--- src/sv/sdrrip_pkg.sv ---
// Shared types and constants for the stream-aware DRRIP replacement block.
// No dependencies.
package sdrrip_pkg;
  localparam int unsigned SigW = 6;
  localparam logic [9:0] SelMid = 10'd512;
  localparam logic [9:0] SelMax = 10'd1023;
  localparam logic [2:0] StreamMax = 3'd7;
  localparam logic [1:0] RrpvMax = 2'd3;

  typedef enum logic {
    OP_VICTIM = 1'b0,
    OP_UPDATE = 1'b1
  } op_t;

  typedef struct packed {
    logic        op;
    logic [15:0] set_index;
    logic [4:0]  way_index;
    logic [31:0] valid_mask;
    logic [63:0] phys_address;
    logic [5:0]  sig;
    logic        hit;
    logic        draw_zero;
    logic        all_valid;
    logic [4:0]  first_invalid;
  } job_t;

  typedef struct packed {
    logic [3:0] victim_way;
    logic [1:0] inserted_rrpv;
    logic [2:0] stream_count;
    logic [1:0] signature_counter;
    logic [9:0] selector;
  } result_t;

  function automatic logic [5:0] make_sig(input logic [17:0] pc);
    logic [17:0] x;
    begin
      x = pc ^ (pc >> 6) ^ (pc >> 12);
      return x[5:0];
    end
  endfunction
endpackage

--- src/sv/sdrrip_front.sv ---
// Front end: accepts items, derives the signature and the first invalid way.
// Depends on sdrrip_pkg.
module sdrrip_front #(
  parameter int NUM_SETS = 2048,
  parameter int NUM_WAYS = 16
) (
  input  logic                 clk,
  input  logic                 rst,
  input  logic                 in_valid,
  output logic                 in_ready,
  input  logic [119:0]         in_data,
  input  logic                 in_user,
  output logic                 q_valid,
  input  logic                 q_ready,
  output sdrrip_pkg::job_t     q_job
);
  import sdrrip_pkg::*;
  job_t j;
  logic [10:0] si;
  logic [3:0] wi;
  logic [15:0] vm;
  always_comb begin
    si = in_data[11:1];
    wi = in_data[15:12];
    vm = in_data[31:16];
    j = '0;
    j.op = in_data[0];
    j.set_index = 16'(si) & 16'(NUM_SETS - 1);
    j.way_index = 5'(wi) & 5'(NUM_WAYS - 1);
    j.valid_mask = 32'(vm);
    j.phys_address = in_data[95:32];
    j.sig = make_sig(in_data[113:96]);
    j.hit = in_user;
    j.draw_zero = (in_data[118:114] == 5'd0);
    j.all_valid = 1'b1;
    j.first_invalid = '0;
    for (int w = NUM_WAYS - 1; w >= 0; w--) begin
      if (!j.valid_mask[w]) begin
        j.all_valid = 1'b0;
        j.first_invalid = 5'(w);
      end
    end
  end
  // two-entry queue
  job_t q0, q1;
  logic [1:0] cnt;
  assign in_ready = (cnt != 2'd2);
  assign q_valid = (cnt != 2'd0);
  assign q_job = q0;
  always_ff @(posedge clk) begin
    if (rst) begin
      cnt <= '0;
    end else begin
      if ((in_valid && in_ready) && !(q_valid && q_ready)) begin
        if (cnt == 2'd0) q0 <= j; else q1 <= j;
        cnt <= cnt + 2'd1;
      end else if (!(in_valid && in_ready) && (q_valid && q_ready)) begin
        q0 <= q1;
        cnt <= cnt - 2'd1;
      end else if (in_valid && in_ready) begin
        if (cnt == 2'd1) q0 <= j; else begin q0 <= q1; q1 <= j; end
      end
    end
  end
endmodule

--- config.mk ---
export PLATFORM = sky130hd
export DESIGN_NAME = sdrrip_front
export DESIGN_NICKNAME = d
export VERILOG_FILES = /design/src/sv/sdrrip_pkg.sv /design/src/sv/sdrrip_front.sv
export SDC_FILE = /design/constraint.sdc
export NUM_CORES = 1
export LEC_CHECK = 0
export ABC_CLOCK_PERIOD_IN_PS = 42200
export BUFFER_PORTS_ARGS = -buffer_cell sky130_fd_sc_hd__buf_2
export CORE_AREA = 10 10 163 127
export DETAILED_ROUTE_END_ITERATION = 10
export DIE_AREA = 0 0 173 137
export PLACE_DENSITY = 0.77
export RECOVER_POWER = 100
export SLEW_MARGIN = 20
export SYNTH_ARGS = -nofsm -noshare
export SYNTH_HDL_FRONTEND = slang
export SYNTH_SLANG_ARGS = --single-unit
--- constraint.sdc ---
create_clock -name clk -period 42.2 [get_ports clk]
set_input_delay 4.22 -clock clk [delete_from_list [all_inputs] [get_ports clk]]
set_output_delay 4.22 -clock clk [all_outputs]
set_load 0.02 [all_outputs]
==> results of run 1 <==
kinds of logic (layout without fill, tap and decap cells):
logic type               count (synthesis)  count (layout)  synth area share [%]
buffers and inverters                   45             287                  3.87
multiplexers                           104             104                  13.7
other                                    1              23                0.0436
XOR/XNOR                                14              14                  1.43
adder cells (fa/ha/maj)                  6               6                 0.873
flip-flops                             220             220                  76.6
AND/OR/NAND/NOR                         33              33                  1.91
AO/OA/AOI/OAI                           20              20                  1.66
state kept, by name, indices dropped and copies added, names as in the netlist:
signal  cells
q_job     109
cnt         2
q1        109
per-stage QoR:
stage / total power, µW / instances
2_1_floorplan: 463 / 465
3_3_place_gp: 484 / 911
3_5_place_dp: 491 / 911
4_1_cts: 671 / 949
5_1_grt: 693 / 949
6_report: 660 / 949
worst max-delay path: cells and delay by family:
family	cells	cell delay (ps)
compound gates	1	1540
fa+ha+maj	1	190
buf+inv	4	2490
mux	1	480
simple gates	1	160
how the worst max path moves through the flow:
stage / from / to / slack [ps]
2_1_floorplan: in_valid / q1[0] / 19520
3_3_place_gp: in_valid / q_job[120] / 35390
3_5_place_dp: in_valid / q_job[44] / 35340
4_1_cts: in_valid / q_job[44] / 35860
5_1_grt: in_valid / q_job[1] / 32820
6_report: in_valid / q_job[120] / 33300
power by group through the flow:
stage / Sequential, µW / Combinational [µW] / Clock, µW
detailed placement: 314 / 177 / 0
global placement: 312 / 172 / 0
global route: 318 / 182 / 192
floorplan: 361 / 102 / 0
finish: 314 / 167 / 178
CTS: 310 / 178 / 183
per-layer routing:
layer	global-route usage, %	part of all wire, %
met1	18.7	42
met2	24.9	48
met3	5.31	8.3
met4	3.44	1.3
met5	0	0
cells in the final DEF, fill, tap and decap left out, types with 4 or more instances in the layout:
cell,n
clkbuf_16,23
a21oi_1,4
inv_1,10
nand2_1,11
nor2b_1,5
o21ai_0,5
edfxtp_1,218
clkbuf_1,200
nor2_1,8
conb_1,23
xnor2_1,12
ha_1,6
nand4_1,4
mux2_2,16
buf_2,47
mux2_1,87
layout make-up:
type,instances,area (µm²),area share (%)
clock buffers,33,633,6.14
clock inverters,5,26.3,0.255
inverters,10,37.5,0.364
multi-input cells,200,1760,17.1
flip-flops and latches,220,6590,63.9
well taps,242,303,2.94
repair buffers,239,956,9.28
==> results.toml, run 1 <==
[synthesis]
netlist.area_leader.share_pct = 76.1
avgSynthCellArea_um2 = 19.4
synth_cell_type_count = 33
async_reset_ff_share_pct = 0
yosysWarnings = 0
synth_edf_count = 218
ys_ff_latch = 220
ys_seq_area_share_pct = 76.6
synth_common_cells = "edfxtp_1 (218), mux2_1 (87), buf_4 (23)"
synth.most_common_cell = "edfxtp_1"
synth_area_leaders = "edfxtp_1 (76%), mux2_1 (11%), mux2_2 (2.1%)"
synth_area_um2 = 8600
synth_cells = 443
ys.flop_type = "edfxtp_1"
yosysTopAreaCell = "edfxtp_1"

[finish]
final_cell_area_um2 = 10300
fillers = 1443
syn_to_final_growth_pct = 19.8
layout-drive-gt1-share_pct = 13.3
num_antenna_cells = 0
final_util_pct = 59.1
final_nets = 824

[floorplan]
ios = 259
start_util_pct = 49.3
die_h_um = 137
coreArea_um2 = 17400
die_area_um2 = 23700
row_count = 42
die_w_um = 173

[critical_path]
cp_slowest_cell = "clkbuf_1"
worstReg2RegEnd = "q_job[120]"
cp_cell_sequence = "buf_2, nor2b_1, inv_1, ha_1, inv_1, a21o_1, clkbuf_1, mux2_2"
worst_ep_required_time_ps = 42430
r2r-start = "cnt[0]"
path_common_cell = "inv_1"
crit_path_max_incr_delay_ps = 2240
cp-end-kind = "flop"
path_class = "in -> reg"
r2r_cells = 9
ff2ff_setup_slack_ps = 36430
critPathArrivalTime_ps = 9130
start_kind = "input pin"
path_max_fanout = 52

[drt]
vias = 4669
drc = 0
routed_via_density = 4.92
ant_nets = 0
wl_per_cell_um = 19.8
drtPass1Iterations = 4
wl_mm = 18.8
first_iter_violations = 314

[run]
drv_cap = 6

[pwr]
intPower_uw = 464
comb_power_share_pct = 25.4
p_per_area_nw_per_um2 = 64.1
max-vdd-ir-drop_uv = 42.6
p_seq_share_pct = 47.6
power_frac_clock_pct = 27.0
p_leak_uw = 0.00349
p_sw_share_pct = 29.7
power.switching_uw = 196

[clock_tree]
htree_levels = 1
cts_resized = 0
tritoncts = "yes"
cts_buffers = 22
root_buffer = "clkbuf_16"
cts_buffer_depth = 3
clkLatencyLatePin_ps = 490
path_clk_slew_ps = 60
post_cts_buffers = 0
clock-sinks = 220
cts_hold_buf = 0

[grt]
track_usage_pct = 15.0
grt_max_degree = 60
first_global_vias = 5015
overflow = 0
grt_pass1_wl_mm = 28.6
grt_antenna_before_repair = 0

[worst_hold_path]
holdCritStartpoint = "q1[119]"
min_path_cells = 1
hp-class = "reg -> reg"
min_to = "q_job[119]"

[timing]
hold_slack_ps = 515
finalWorstSetupSlack_ps = 33300
fin_skew_ps = 8.61
rsz0062_at_grt = "no"
max-slew-margin-rel_pct = -125
max_freq_ghz = 0.112
drv_slew = 326
fin_crit_sh_pct = 21.1
post-route-min-period_ps = 8900
hold_violations = 0
tightest_slew_ps = 3380
setup_viol = 0
setup_tns_ps = 0

[placement]
place_area_um2 = 9930
io_buffers = 234
dp_hpwl_mm = 13.3
gp_congestion = 0.799
place_ws_ps = 35340

[outcome]
failed_checks = "max-capacitance violations, max-slew violations"
status = "finished with violations"
No activity file was read; power rests on OpenSTA's default activity.
==> run 2: changes to the inputs <==
--- a/config.mk
+++ b/config.mk
@@ -5,7 +5,7 @@
 export SDC_FILE = /design/constraint.sdc
 export NUM_CORES = 1
 export LEC_CHECK = 0
-export ABC_CLOCK_PERIOD_IN_PS = 42200
+export ABC_CLOCK_PERIOD_IN_PS = 9300
 export BUFFER_PORTS_ARGS = -buffer_cell sky130_fd_sc_hd__buf_2
 export CORE_AREA = 10 10 163 127
 export DETAILED_ROUTE_END_ITERATION = 10
==> constraint.sdc (replaced) <==
create_clock -name clk -period 9.3 [get_ports clk]
set_input_delay 0.93 -clock clk [delete_from_list [all_inputs] [get_ports clk]]
set_output_delay 0.93 -clock clk [all_outputs]
set_load 0.02 [all_outputs]
==> run 2 against run 1 <==
Net effect:
- global-route usage down 0.32 points
- utilization is essentially flat
- non-clock buffer count is the same
- critical path type is now reg -> reg
- worst hold slack better by 9.7 ps
- clock skew about the same
- the run still ends with max-capacitance violations, max-slew violations left
- die area stayed put
==> results.toml, run 2 (synthesized netlist as in run 1, its figures left out) <==
[outcome]
status = "finished with violations"
failed_checks = "max-capacitance violations, max-slew violations"

[floorplan]
die_h_um = 137
start_util_pct = 49.3
coreArea_um2 = 17400
ios = 259
die_area_um2 = 23700
die_w_um = 173
row_count = 42

[timing]
max_freq_ghz = 0.171
drv_slew = 326
tightest_slew_ps = 3730
rsz0062_at_grt = "no"
hold_slack_ps = 524
setup_viol = 0
fin_skew_ps = 9.03
fin_crit_sh_pct = 62.9
max-slew-margin-rel_pct = -148
setup_tns_ps = 0
hold_violations = 0
post-route-min-period_ps = 5850

[placement]
dp_hpwl_mm = 13.2
place_area_um2 = 9940
dp_cells = 911
io_buffers = 234
gp_congestion = 0.832

[grt]
overflow = 0
first_global_vias = 4931
grt_max_degree = 68
track_usage_pct = 14.7
grt_antenna_before_repair = 0
grt_pass1_wl_mm = 28.1

[worst_hold_path]
min_path_cells = 1
min_to = "q_job[10]"
hp-class = "reg -> reg"
holdCritStartpoint = "q1[10]"

[drt]
wl_mm = 18.5
wl_per_cell_um = 19.5
routed_via_density = 4.96
ant_nets = 0
drc = 0
first_iter_violations = 305
drtPass1Iterations = 4
vias = 4710

[finish]
final_nets = 824
ff_latch_area_um2 = 6590
fin_cells = 949
fillers = 1410
layout-drive-gt1-share_pct = 13.7
final_cell_area_um2 = 10300
syn_to_final_growth_pct = 19.9
mostFrequentLayoutCell = "edfxtp_1"
final_cell_mix = "edfxtp_1 (218), clkbuf_1 (191), mux2_1 (87)"
multi_input_area_um2 = 1760

[clock_tree]
root_buffer = "clkbuf_16"
htree_levels = 1
cts_buffers = 22
cts_resized = 0
clkLatencyLatePin_ps = 480
path_clk_slew_ps = 60
clock-sinks = 220
post_cts_buffers = 0
cts_hold_buf = 0
cts_buffer_depth = 3
tritoncts = "yes"

[critical_path]
path_max_fanout = 56
ff2ff_setup_slack_ps = 3450
path_class = "reg -> reg"
r2r_cells = 9
cp-end-kind = "flop"
critPathArrivalTime_ps = 6070
r2r-start = "cnt[0]"
start_kind = "flop"
worst_ep_required_time_ps = 9530
worstReg2RegEnd = "q_job[122]"

[pwr]
p_leak_uw = 0.00351
max-vdd-ir-drop_uv = 227
p_per_area_nw_per_um2 = 291

[run]
drv_cap = 6
-- run 2: cell count changes in the layout (fill, tap and decap cells not counted), sizes merged --
cell and delta:
buf +3, bufinv +1, clkbuf -11, clkinv +5, clkinvlp +1, diode +1
-- run 2: final cells by class --
type | instances | area share, %
tap | 242 | 2.94
inverter | 10 | 0.364
clock inverter | 12 | 0.801
sequential | 220 | 63.9
timing repair buffer | 239 | 9.30
multi-input combinational | 200 | 17.0
antenna | 1 | 0.0243
clock buffer | 25 | 5.66
-- run 2: worst max-delay path by stage --
stage,startpoint,end,slack [ps]
floorplan,in_valid,q1[0],710
global placement,in_valid,q_job[110],5730
detailed placement,in_valid,q_job[122],5670
CTS,cnt[0],q_job[122],5900
global route,cnt[0],q_job[122],3000
finish,cnt[0],q_job[122],3450
-- run 2: report_power, final --
group          internal (µW)  total [µW]  switching (µW)
combinational            258         760             502
sequential              1380        1430            44.9
clock                    474         816             342
total                   2110        3000             889
-- run 2: worst max-delay path: stages, from the launching register on --
cell      delay, ps
dfxtp_1         380
inv_1            90
ha_1            220
nor2b_1         150
inv_1            90
ha_1            190
inv_1            90
a21o_1         1450
clkbuf_1       2350
mux2_2          490
-- run 2: metal layers --
layer | global-route usage, % | share of wire (%) | vias to the layer above
met3 | 5.15 | 9.2 | 26
met1 | 19.3 | 43 | 2305
met2 | 23.5 | 46 | 217
met5 | 0 | 0 | -
li1 | - | - | 2162
met4 | 2.77 | 1.6 | 0
-- run 2: stage by stage --
stage	total power [µW]	util, %	setup WS, ps
after detailed placement	2230	57.0	5670
after global placement	2200	57.0	5730
after CTS	3060	60.8	5900
after global routing	3150	59.1	3000
final	3000	59.1	3450
after floorplan	2050	-	712
